`src/hdl/hsvc_pkg.sv`:
```
`default_nettype none
package hsvc_pkg;

  localparam int unsigned HUE_W   = 9;
  localparam int unsigned PCT_W   = 7;
  localparam int unsigned CHAN_W  = 8;
  localparam int unsigned FRAC_W  = 6;
  localparam int unsigned PROD_W  = 14;
  localparam int unsigned NUM_W   = 20;
  localparam int unsigned SCL_W   = 24;
  localparam int unsigned EST_W   = 9;
  localparam int unsigned RECIP_W = 33;

  localparam logic [HUE_W-1:0]   HUE_FULL   = 9'd360;
  localparam logic [HUE_W-1:0]   SECTOR_DEG = 9'd60;
  localparam logic [PCT_W-1:0]   PCT_FULL   = 7'd100;
  localparam logic [EST_W-1:0]   CHAN_MAX   = 9'd255;

  // channel = floor(n * 255 / 600000) = floor(n * 17 / 40000)
  localparam logic [SCL_W-1:0]   DIV_DEN     = 24'd40000;
  localparam logic [RECIP_W-1:0] RECIP_MUL   = 33'd419;
  localparam int unsigned        RECIP_SHIFT = 24;
  localparam logic [NUM_W-1:0]   FULL_MUL    = 20'd6000;

  typedef logic [2:0] sector_t;

  localparam sector_t SECT_RY = 3'd0;
  localparam sector_t SECT_YG = 3'd1;
  localparam sector_t SECT_GC = 3'd2;
  localparam sector_t SECT_CB = 3'd3;
  localparam sector_t SECT_BM = 3'd4;
  localparam sector_t SECT_MR = 3'd5;

  typedef struct packed {
    logic [HUE_W-1:0] hue_deg;
    logic [PCT_W-1:0] sat_pct;
    logic [PCT_W-1:0] val_pct;
  } hsvc_in_t;

  typedef struct packed {
    logic [CHAN_W-1:0] red;
    logic [CHAN_W-1:0] green;
    logic [CHAN_W-1:0] blue;
  } hsvc_out_t;

  // channel numerators scaled by 600000
  typedef struct packed {
    sector_t          sector;
    logic [NUM_W-1:0] n_full;
    logic [NUM_W-1:0] n_zero;
    logic [NUM_W-1:0] n_mid;
  } hsvc_terms_t;

  function automatic logic [HUE_W-1:0] sector_base(input sector_t sec);
    logic [HUE_W-1:0] base;
    case (sec)
      SECT_RY: base = 9'd0;
      SECT_YG: base = 9'd60;
      SECT_GC: base = 9'd120;
      SECT_CB: base = 9'd180;
      SECT_BM: base = 9'd240;
      SECT_MR: base = 9'd300;
      default: base = 9'd0;
    endcase
    return base;
  endfunction

endpackage
`default_nettype wire

```
`src/hdl/hsvc_front.sv`:
```
`default_nettype none
module hsvc_front (
  input  wire logic                  clk,
  input  wire logic                  rst_n,
  input  wire logic                  in_vld,
  output logic                       in_rdy,
  input  wire hsvc_pkg::hsvc_in_t    in_data,
  output logic                       out_vld,
  input  wire logic                  out_rdy,
  output hsvc_pkg::hsvc_terms_t      out_terms
);

  logic [2:0] vld_r;
  logic [2:0] adv;

  hsvc_pkg::sector_t                 s1_sec_r;
  logic [hsvc_pkg::FRAC_W-1:0]       s1_frac_r;
  logic [hsvc_pkg::PCT_W-1:0]        s1_sat_r;
  logic [hsvc_pkg::PCT_W-1:0]        s1_val_r;

  hsvc_pkg::sector_t                 s2_sec_r;
  logic [hsvc_pkg::FRAC_W-1:0]       s2_frac_r;
  logic [hsvc_pkg::PROD_W-1:0]       s2_vs_r;
  logic [hsvc_pkg::PROD_W-1:0]       s2_vns_r;
  logic [hsvc_pkg::PCT_W-1:0]        s2_val_r;

  hsvc_pkg::hsvc_terms_t             s3_terms_r;

  logic [hsvc_pkg::HUE_W-1:0]        hue_red;
  hsvc_pkg::sector_t                 sec_nxt;
  logic [hsvc_pkg::HUE_W-1:0]        frac_wide;
  logic [hsvc_pkg::PCT_W-1:0]        sat_nxt;
  logic [hsvc_pkg::PCT_W-1:0]        val_nxt;
  logic [hsvc_pkg::FRAC_W-1:0]       frac_eff_nxt;
  logic [hsvc_pkg::NUM_W-1:0]        x_term;
  logic [hsvc_pkg::NUM_W-1:0]        m_term;
  hsvc_pkg::hsvc_terms_t             terms_nxt;

  assign adv[2]    = !vld_r[2] || out_rdy;
  assign adv[1]    = !vld_r[1] || adv[2];
  assign adv[0]    = !vld_r[0] || adv[1];
  assign in_rdy    = adv[0];
  assign out_vld   = vld_r[2];
  assign out_terms = s3_terms_r;

  // hue reduction, sector search, input clamping
  always_comb begin
    hue_red = (in_data.hue_deg >= hsvc_pkg::HUE_FULL) ?
              in_data.hue_deg - hsvc_pkg::HUE_FULL : in_data.hue_deg;
    if (hue_red >= 9'd300) begin
      sec_nxt = hsvc_pkg::SECT_MR;
    end else if (hue_red >= 9'd240) begin
      sec_nxt = hsvc_pkg::SECT_BM;
    end else if (hue_red >= 9'd180) begin
      sec_nxt = hsvc_pkg::SECT_CB;
    end else if (hue_red >= 9'd120) begin
      sec_nxt = hsvc_pkg::SECT_GC;
    end else if (hue_red >= hsvc_pkg::SECTOR_DEG) begin
      sec_nxt = hsvc_pkg::SECT_YG;
    end else begin
      sec_nxt = hsvc_pkg::SECT_RY;
    end
    frac_wide = hue_red - hsvc_pkg::sector_base(sec_nxt);
    sat_nxt = (in_data.sat_pct > hsvc_pkg::PCT_FULL) ? hsvc_pkg::PCT_FULL : in_data.sat_pct;
    val_nxt = (in_data.val_pct > hsvc_pkg::PCT_FULL) ? hsvc_pkg::PCT_FULL : in_data.val_pct;
  end

  // odd sectors run the ramp downward
  assign frac_eff_nxt = s1_sec_r[0] ?
                        hsvc_pkg::SECTOR_DEG[hsvc_pkg::FRAC_W-1:0] - s1_frac_r : s1_frac_r;

  always_comb begin
    x_term = hsvc_pkg::NUM_W'(s2_vs_r) * hsvc_pkg::NUM_W'(s2_frac_r);
    m_term = hsvc_pkg::NUM_W'(s2_vns_r) * hsvc_pkg::NUM_W'(hsvc_pkg::SECTOR_DEG);
    terms_nxt.sector = s2_sec_r;
    terms_nxt.n_full = hsvc_pkg::NUM_W'(s2_val_r) * hsvc_pkg::FULL_MUL;
    terms_nxt.n_zero = m_term;
    terms_nxt.n_mid  = x_term + m_term;
  end

  always_ff @(posedge clk) begin
    if (!rst_n) begin
      vld_r <= '0;
    end else begin
      if (adv[0]) vld_r[0] <= in_vld;
      if (adv[1]) vld_r[1] <= vld_r[0];
      if (adv[2]) vld_r[2] <= vld_r[1];
    end
  end

  always_ff @(posedge clk) begin
    if (adv[0]) begin
      s1_sec_r  <= sec_nxt;
      s1_frac_r <= frac_wide[hsvc_pkg::FRAC_W-1:0];
      s1_sat_r  <= sat_nxt;
      s1_val_r  <= val_nxt;
    end
    if (adv[1]) begin
      s2_sec_r  <= s1_sec_r;
      s2_frac_r <= frac_eff_nxt;
      s2_vs_r   <= hsvc_pkg::PROD_W'(s1_val_r) * hsvc_pkg::PROD_W'(s1_sat_r);
      s2_vns_r  <= hsvc_pkg::PROD_W'(s1_val_r) *
                   hsvc_pkg::PROD_W'(hsvc_pkg::PCT_FULL - s1_sat_r);
      s2_val_r  <= s1_val_r;
    end
    if (adv[2]) begin
      s3_terms_r <= terms_nxt;
    end
  end

endmodule
`default_nettype wire

```
`src/hdl/hsvc_scale.sv`:
```
`default_nettype none
module hsvc_scale (
  input  wire logic                  clk,
  input  wire logic                  rst_n,
  input  wire logic                  in_vld,
  output logic                       in_rdy,
  input  wire hsvc_pkg::hsvc_terms_t in_terms,
  output logic                       out_vld,
  input  wire logic                  out_rdy,
  output hsvc_pkg::hsvc_out_t        out_data
);

  logic [2:0] vld_r;
  logic [2:0] adv;

  logic [hsvc_pkg::NUM_W-1:0]   num  [3];
  logic [hsvc_pkg::SCL_W-1:0]   s1_p_r  [3];
  logic [hsvc_pkg::SCL_W-1:0]   s2_p_r  [3];
  logic [hsvc_pkg::EST_W-1:0]   s2_qe_r [3];
  logic [hsvc_pkg::RECIP_W-1:0] recip   [3];
  logic [hsvc_pkg::SCL_W-1:0]   rem     [3];
  logic [hsvc_pkg::EST_W-1:0]   q_fix   [3];
  logic [hsvc_pkg::CHAN_W-1:0]  chan    [3];
  hsvc_pkg::hsvc_out_t          out_r;

  assign adv[2]   = !vld_r[2] || out_rdy;
  assign adv[1]   = !vld_r[1] || adv[2];
  assign adv[0]   = !vld_r[0] || adv[1];
  assign in_rdy   = adv[0];
  assign out_vld  = vld_r[2];
  assign out_data = out_r;

  // sector picks where the full, zero and ramp terms go
  always_comb begin
    case (in_terms.sector)
      hsvc_pkg::SECT_RY: begin
        num[0] = in_terms.n_full; num[1] = in_terms.n_mid;  num[2] = in_terms.n_zero;
      end
      hsvc_pkg::SECT_YG: begin
        num[0] = in_terms.n_mid;  num[1] = in_terms.n_full; num[2] = in_terms.n_zero;
      end
      hsvc_pkg::SECT_GC: begin
        num[0] = in_terms.n_zero; num[1] = in_terms.n_full; num[2] = in_terms.n_mid;
      end
      hsvc_pkg::SECT_CB: begin
        num[0] = in_terms.n_zero; num[1] = in_terms.n_mid;  num[2] = in_terms.n_full;
      end
      hsvc_pkg::SECT_BM: begin
        num[0] = in_terms.n_mid;  num[1] = in_terms.n_zero; num[2] = in_terms.n_full;
      end
      default: begin
        num[0] = in_terms.n_full; num[1] = in_terms.n_zero; num[2] = in_terms.n_mid;
      end
    endcase
  end

  // reciprocal estimate is exact or one low, the remainder check fixes it
  always_comb begin
    for (int i = 0; i < 3; i++) begin
      recip[i] = hsvc_pkg::RECIP_W'(s1_p_r[i]) * hsvc_pkg::RECIP_MUL;
      rem[i]   = s2_p_r[i] - hsvc_pkg::SCL_W'(s2_qe_r[i]) * hsvc_pkg::DIV_DEN;
      q_fix[i] = s2_qe_r[i] + ((rem[i] >= hsvc_pkg::DIV_DEN) ? 9'd1 : 9'd0);
      chan[i]  = (q_fix[i] > hsvc_pkg::CHAN_MAX) ?
                 hsvc_pkg::CHAN_MAX[hsvc_pkg::CHAN_W-1:0] : q_fix[i][hsvc_pkg::CHAN_W-1:0];
    end
  end

  always_ff @(posedge clk) begin
    if (!rst_n) begin
      vld_r <= '0;
    end else begin
      if (adv[0]) vld_r[0] <= in_vld;
      if (adv[1]) vld_r[1] <= vld_r[0];
      if (adv[2]) vld_r[2] <= vld_r[1];
    end
  end

  always_ff @(posedge clk) begin
    for (int i = 0; i < 3; i++) begin
      if (adv[0]) begin
        s1_p_r[i] <= {num[i], 4'b0000} + hsvc_pkg::SCL_W'(num[i]);
      end
      if (adv[1]) begin
        s2_p_r[i]  <= s1_p_r[i];
        s2_qe_r[i] <= recip[i][hsvc_pkg::RECIP_SHIFT +: hsvc_pkg::EST_W];
      end
    end
    if (adv[2]) begin
      out_r.red   <= chan[0];
      out_r.green <= chan[1];
      out_r.blue  <= chan[2];
    end
  end

endmodule
`default_nettype wire

```
`src/hdl/hsv_to_rgb_converter_unit.sv`:
```
`default_nettype none
// HSV to RGB converter. Takes a hue in degrees (360..511 wraps by 360) and
// saturation and value in percent (above 100 clamps to 100), and returns
// 8-bit red, green and blue, each floor(255 * channel) computed exactly.
// One pixel enters per clock while in_stall is low; in its pipeline, three
// stages build the channel numerators (hue sector, small products, sums),
// three scale them to 8 bits by a reciprocal multiply and a remainder fix.
// Every stage advances on its own, so bubbles close up and out_stall backs
// up to in_stall only once the pipeline is full.
module hsv_to_rgb_converter_unit (
  input  wire logic                clk,
  input  wire logic                rst_n,
  input  wire logic                in_valid,
  output logic                     in_stall,
  input  wire hsvc_pkg::hsvc_in_t  in_data,
  output logic                     out_valid,
  input  wire logic                out_stall,
  output hsvc_pkg::hsvc_out_t      out_data
);

  logic                  front_rdy;
  logic                  terms_vld;
  logic                  terms_rdy;
  logic                  scale_vld;
  hsvc_pkg::hsvc_terms_t terms;

  assign in_stall  = !front_rdy;
  assign out_valid = scale_vld;

  hsvc_front u_front (
    .clk       (clk),
    .rst_n     (rst_n),
    .in_vld    (in_valid),
    .in_rdy    (front_rdy),
    .in_data   (in_data),
    .out_vld   (terms_vld),
    .out_rdy   (terms_rdy),
    .out_terms (terms)
  );

  hsvc_scale u_scale (
    .clk      (clk),
    .rst_n    (rst_n),
    .in_vld   (terms_vld),
    .in_rdy   (terms_rdy),
    .in_terms (terms),
    .out_vld  (scale_vld),
    .out_rdy  (!out_stall),
    .out_data (out_data)
  );

endmodule
`default_nettype wire

```
`config.mk`:
```
export PLATFORM = sky130hd
export DESIGN_NAME = hsv_to_rgb_converter_unit
export DESIGN_NICKNAME = d
export VERILOG_FILES = /design/src/hdl/hsvc_pkg.sv /design/src/hdl/hsvc_front.sv /design/src/hdl/hsvc_scale.sv /design/src/hdl/hsv_to_rgb_converter_unit.sv
export SDC_FILE = /design/constraint.sdc
export NUM_CORES = 2
export LEC_CHECK = 0
export BUFFER_PORTS_ARGS = -buffer_cell sky130_fd_sc_hd__buf_2
export CELL_PAD_IN_SITES_DETAIL_PLACEMENT = 0
export CELL_PAD_IN_SITES_GLOBAL_PLACEMENT = 1
export CORE_MARGIN = 5
export CORE_UTILIZATION = 53
export CTS_CLUSTER_DIAMETER = 100
export CTS_CLUSTER_SIZE = 12
export DETAILED_ROUTE_END_ITERATION = 12
export PLACE_DENSITY = 0.84
export SYNTH_ARGS = -nofsm -noshare
export SYNTH_HDL_FRONTEND = slang
export SYNTH_SLANG_ARGS = --single-unit
```
`constraint.sdc`:
```
create_clock -name clk -period 7.9 [get_ports clk]
set_clock_uncertainty 0.05 [all_clocks]
set_input_delay 0.395 -clock clk [delete_from_list [all_inputs] [get_ports clk]]
set_output_delay 0.395 -clock clk [all_outputs]
set_load 0.01 [all_outputs]
```
; Yosys cells after proc, flatten, opt, wreduce, memory -nomap -nowiden
; Memories as Yosys holds them, arrays and structs flattened.
; Cells that the tools add are included.
[totals]
memories = 3
in_bits = 27
ff_bits = 154
mem_bits_rw = 171
elab_cells = 104
output_inout_bits = 26
[op_classes]
n_eq_ne = 9
add_sub_neg = 14
mul = 11
reduce_logical = 15
n_lt_le_gt_ge = 14
n_mux = 16
[mem_list]
columns = name, words, word_bits, read_ports, rd_clocked_by_memory_dff, wr, line_no
row1 = u_scale.s1_p_r, 3, 24, 3, 0, 3, hsvc_scale.sv:17  ; logic [hsvc_pkg::SCL_W-1:0] s1_p_r [3];
row2 = u_scale.s2_p_r, 3, 24, 3, 0, 3, hsvc_scale.sv:18  ; logic [hsvc_pkg::SCL_W-1:0] s2_p_r [3];
row3 = u_scale.s2_qe_r, 3, 9, 3, 0, 3, hsvc_scale.sv:19  ; logic [hsvc_pkg::EST_W-1:0] s2_qe_r [3];
[ops]
columns = op, count
row1 = $pmux 60 s5, 1
row2 = $mul 24x9->33 const B, 3
row3 = $add 24x20->24, 3
row4 = $ge 24x16->1 const B, 3
row5 = $sub 24x24->24, 3
row6 = $mul 9x10->18 const B, 3
row7 = $pmux 6 s5, 1
row8 = $add 9x9->9, 3
row9 = $gt 9x8->1 const B, 3
row10 = $add 20x20->20, 1
row11 = $mul 14x6->20, 1
row12 = $ge 9x8->1 const B, 2
row13 = $ge 9x9->1 const B, 2
row14 = $mul 14x4->18 const B, 1
row15 = $mul 7x9->16 const B, 1
row16 = $gt 7x7->1 const B, 2
row17 = $mul 7x14->14, 1
row18 = $mul 7x7->14, 1
row19 = $eq 3x2->1 const B, 4
row20 = $mux 3, 4
row21 = $eq 3x3->1 const B, 3
row22 = $ge 9x6->1 const B, 1
row23 = $ge 9x7->1 const B, 1
row24 = $mux 9, 1
row25 = other kinds (10), 30

; Depth between registers and ports, before layout
[logic_depth]
word_depth = 11
mapped_depth = 33
ltp_nobuf = 33

; By module
; From an unflattened synthesis, not the netlist that was laid out.
[hier_totals]
hier_cells = 4056
hier_area_um2 = 39768.1
[by_module_without_submodules]
columns = mod, cells_each, seq_area_each_um2, area_per_inst_um2, n_inst
row1 = hsvc_scale, 2764, 5375.2, 26261.4, 1
row2 = hsvc_front, 1290, 3753.6, 13499.2, 1
row3 = hsv_to_rgb_converter_unit, 2, 0.0, 7.5, 1

; Worst setup path after synthesis
; Ideal clock, no wire load.
[synth_path]
kind = register -> register
from = memory u_scale.s2_qe_r[0][19] in the netlist's numbering
to = register u_scale.out_r (netlist bit u_scale.out_data[7]) (data pin)
slack_ps = 1108
stages_incl_launch_ff = 31
t_arrival_ps = 6468
required_ps = 7576
path_buffers = 0
path_cell_list = edfxtp_1 -> inv_1 -> fa_1 -> inv_1 -> ha_1 -> ha_1 -> fa_1 -> inv_1 -> fa_1 -> nor2b_1 -> o21ai_0 -> a21boi_0 -> o21ai_0 -> a21boi_0 -> o21a_1 -> o21a_1 -> mux2i_1 -> and2_1 -> ha_1 -> a221oi_1 -> o221ai_1 -> a2111oi_0 -> nand4_1 -> a311o_1 -> ha_1 -> ha_1 -> and3_1 -> nand2_1 -> nor2_1 -> xnor2_1 -> nand3b_1
[synth_lines]
columns = item, line_no
row1 = start: declaration, hsvc_scale.sv:19
row2 = end: declaration, hsvc_scale.sv:24  ; hsvc_pkg::hsvc_out_t out_r;

==> out/qor_table.md <==
| Step | Quantity | Value |
|---|---|---|
| placement | Routability cong. | 0.854 |
| critical path | Critical path type | flop to flop |
| synthesis | Unique masters post-synth | 79 |
| floorplan | Die width | 281 µm |
| outcome | Status | completed |
| floorplan | Vertical die dimension | 281 µm |
| min path | WHS Path Cells | 3 |
| critical path | Buffer and inverter count on the worst path | 2 |
| detailed routing | Detail-routed net length per standard cell | 15.5 µm |
| synthesis | Mapped Avg Cell Area | 9.95 µm² |
| detailed routing | Count of unresolved DRC violations after routing | 0 |
| sta | RSZ-0062 raised after global routing | no |
| sta | Worst slew pin tran | 1060 ps |
| floorplan | Total core area | 72800 µm² |
| global route | Overall overflow remaining after global route | 0 |
| synthesis | Total number of yosys warnings | 0 |
| floorplan | Die area | 78900 µm² |
| placement | Final HPWL from detailed placement | 64500 µm |
| critical path | Endpoint arrival time on the critical path | 7650 ps |
| sta | Maximum clock frequency | 136 MHz |
| cts | Skew-Pair Late Insertion Delay | 610 ps |
| critical path | Critical path peak fanout | 8 |
| critical path | Library cell contributing the largest single delay on the critical path | fa_1 |
| cells and area | Post-layout nets | 5048 |
| cells and area | # diodes | 0 |
| min path | Start point of the worst hold path | out_stall |
| detailed routing | Antenna violation net count after detailed routing | 0 |
| detailed routing | Detailed Route Iter0 Violations | 1061 |
| critical path | Register-to-Register Path Depth | 29 |
| critical path | WP data required | 8200 ps |
| run | MaxCap Viol Count | 0 |
| detailed routing | Number of vias per cell after detailed routing | 5.30 |
| synthesis | Post-synth design cell area | 38900 µm² |
| global route | Global-route wire length before repair | 131000 µm |
| sta | Slew HR | 29.2% |
| synthesis | Cell taking the most area after synthesis | edfxtp_1 |
| synthesis | Cells after synthesis | 3910 |
| synthesis | Leading post-synthesis cells by cell area | edfxtp_1 23%, ha_1 21%, fa_1 21% |
| sta | Final critical delay including setup and external delays | 7350 ps |
| critical path | Gate family responsible for the most delay along the worst path | adder cells |
| cts | Maximum level of the CTS H-tree | 1 |
| min path | Class of the most critical hold timing path | input pin to flop |
| synthesis | Net Count, Synth | 5000 |
| critical path | Endpoint of the worst register-to-register path | u_scale.out_data[7] |
| critical path | Reg-to-Reg Start | u_scale.s2_qe_r[0][22] |
| synthesis | Count of flip-flops with a built-in enable after synthesis | 300 |
| cts | Clock transition at the register clock pins on the worst setup and hold paths after CTS | 60 ps |
| sta | Max-slew violation count | 0 |
| detailed routing | Total via count after detailed routing | 26.1k |
| critical path | Worst reg-to-reg setup slack | 550 ps |
| cts | Clock sink count | 306 |
| detailed routing | Final WL | 76500 µm |
| synthesis | Share of the yosys chip area belonging to registers | 23.5% |
| cells and area | Fin area | 41300 µm² |
| global route | Pin count of the biggest net entering global routing | 90 |
| cts | Clock root buffer | clkbuf_16 |
| placement | Area after DPL | 40300 µm² |
| synthesis | Most frequently used flop master after synthesis | edfxtp_1 |
| sta | Setup TNS | 0 ps |
| global route | Met2 layer usage reported by global route | 35.4% |
| global route | Fraction of met3 tracks used by global routing | 1.74% |
| sta | Hold slack final | 39.7 ps |
| detailed routing | Router iterations before antenna repair | 5 |
| floorplan | I/O pin total | 53 |
| global route | Most crowded layer after global routing | met2 |
| global route | Number of global-route vias before repair | 26.8k |
| floorplan | Std-Cell Rows | 99 |
| sta | Final cycle utilization of the critical path | 93.0% |
| global route | All-Layer GR Usage | 20.0% |
| sta | Number of hold-slack violations in the final timing report | 0 |
| cts | Clock buffer count from CTS | 31 |
| cts | CTS tree | yes |
| synthesis | Flop and latch count out of synthesis | 306 |
| synthesis | Fraction of registers with async set/reset | 0% |
| synthesis | Area share of the leading cell type in the synthesized netlist | 23.2% |
| critical path | Critical Path Most Common Cell | ha_1 |
| min path | Endpoint of the worst hold-timing path | u_scale.vld_r[2] |
| cts | Clk buf depth | 3 |
| critical path | Crit path launch | u_scale.s2_qe_r[0][22] |
| global route | Global Route met1 Usage | 27.3% |
| global route | Antenna violations before repair | 0 |
| sta | Final setup viols | 0 |
| critical path | CP max stage delay | 560 ps |
| cells and area | Area growth syn-to-layout | 6.12% |
| floorplan | Starting density of the core | 53.4% |
| critical path | CP endpoint kind | flop |
| critical path | Category of the worst setup path launch point | flop |
| placement | Port Buffers | 52 |
| cells and area | Fraction of final layout cells sized beyond drive strength 1 | 3.55% |
==> metrics by stage <==
step	setup WS, ps	cells	utilization (%)
2_1_floorplan	1110	3910	-
3_3_place_gp	538	4873	55.3
3_5_place_dp	430	4873	55.3
4_1_cts	382	4933	56.7
5_1_grt	13.8	4933	56.7
6_report	553	4933	56.7
==> layout by cell type (no fill, tap or decap), drive strengths merged, types with 8 or more instances in the layout <==
cell type,n
clkbuf,42
o22ai,21
or3,16
o31ai,10
ha,663
nor4,8
nor2,138
nand4,14
a21o,33
o21a,52
xor2,69
xnor2,164
inv,800
o22a,19
a21oi,154
nand2b,47
a211oi,17
nand3,47
or2,18
a31oi,13
nand2,268
edfxtp,300
o21ai,177
buf,65
o21bai,22
a221oi,18
and2,69
fa,400
o211ai,11
nor2b,47
mux2i,23
dlygate4sd3,11
and3,28
o2111ai,10
nor3,58
a211o,11
==> Yosys cell counts, types with 7 or more instances <==
master / n
clkbuf_1: 52
nor2b_1: 47
a211o_1: 11
o21bai_1: 22
o31ai_1: 10
a21boi_0: 7
o2111ai_1: 10
mux2i_1: 23
or2_2: 17
nor4_1: 8
o21ai_0: 175
a21o_1: 33
and3_1: 28
a211oi_1: 17
o211ai_1: 10
a221oi_1: 18
and2_1: 69
xor2_1: 69
fa_1: 400
or3_1: 15
ha_1: 663
nor3_1: 58
o22ai_1: 21
inv_1: 799
o22a_1: 19
nand4_1: 14
xnor2_1: 164
nor2_1: 138
nand2b_1: 47
a31oi_1: 13
edfxtp_1: 300
nand3_1: 47
o21a_1: 52
a21oi_1: 153
nand2_1: 268
==> registers in the layout, indices dropped and copies added (netlist names) <==
signal             flops
u_front.s1_sat_r       7
u_front.s1_val_r       7
u_front.out_terms     57
u_front.s2_val_r       7
u_front.vld_r          3
u_front.s2_sec_r       3
u_front.s2_vs_r       13
u_scale.s2_p_r        54
u_scale.s2_qe_r       27
u_front.s1_frac_r      6
u_front.s2_vns_r      14
u_scale.vld_r          3
u_front.s1_sec_r       3
u_scale.s1_p_r        72
u_scale.out_data      24
u_front.s2_frac_r      6
==> tightest hold or removal path, cell delays in order <==
cell     delay, ps
buf_2           90
a21oi_1         60
nor2b_1         90
==> how the worst max path moves through the flow <==
stage          slack, ps             endpoint  cells after the start
2_1_floorplan       1110  u_scale.out_data[7]                     30
3_3_place_gp         540  u_scale.out_data[7]                     29
3_5_place_dp         430  u_scale.out_data[0]                     30
4_1_cts              380  u_scale.out_data[0]                     29
5_1_grt               10  u_scale.out_data[7]                     30
6_report             550  u_scale.out_data[7]                     29
==> final cells by class <==
cell class / count / area, µm²
Sequential cell: 306 / 9130
Timing Repair Buffer: 76 / 468
Fill cell: 6371 / 31500
Multi-Input combinational cell: 2744 / 26600
Inverter: 799 / 3000
Clock inverter: 7 / 96.3
Tap cell: 959 / 1200
Clock buffer: 42 / 817
==> timing repair <==
action	in CTS	in global routing
endpoints found under the hold margin	11	0
resized for setup	0	2
hold buffers	11	0
setup buffers	0	0
endpoints found under the setup margin	0	16
==> kinds of logic after synthesis <==
group / count (synthesis) / synth area share [%]
AOI/OAI and AO/OA: 644 / 10.7
DFF: 306 / 23.5
adders and majority gates: 1063 / 41.9
and+or+nand+nor: 778 / 9.67
xor gates and xnor gates: 234 / 5.30
muxes: 25 / 0.649
buffers and inverters: 860 / 8.31
==> per-layer routing <==
metal / vias to the layer above / part of all wire, %
met4: 0 / 1.9
li1: 13200 / -
met2: 325 / 49
met3: 63 / 2.7
met1: 12547 / 46
met5: - / 0
Power is left out: the tool's default activity adds up to more than one toggle a clock period on the data nets, which glitch-free logic cannot reach.
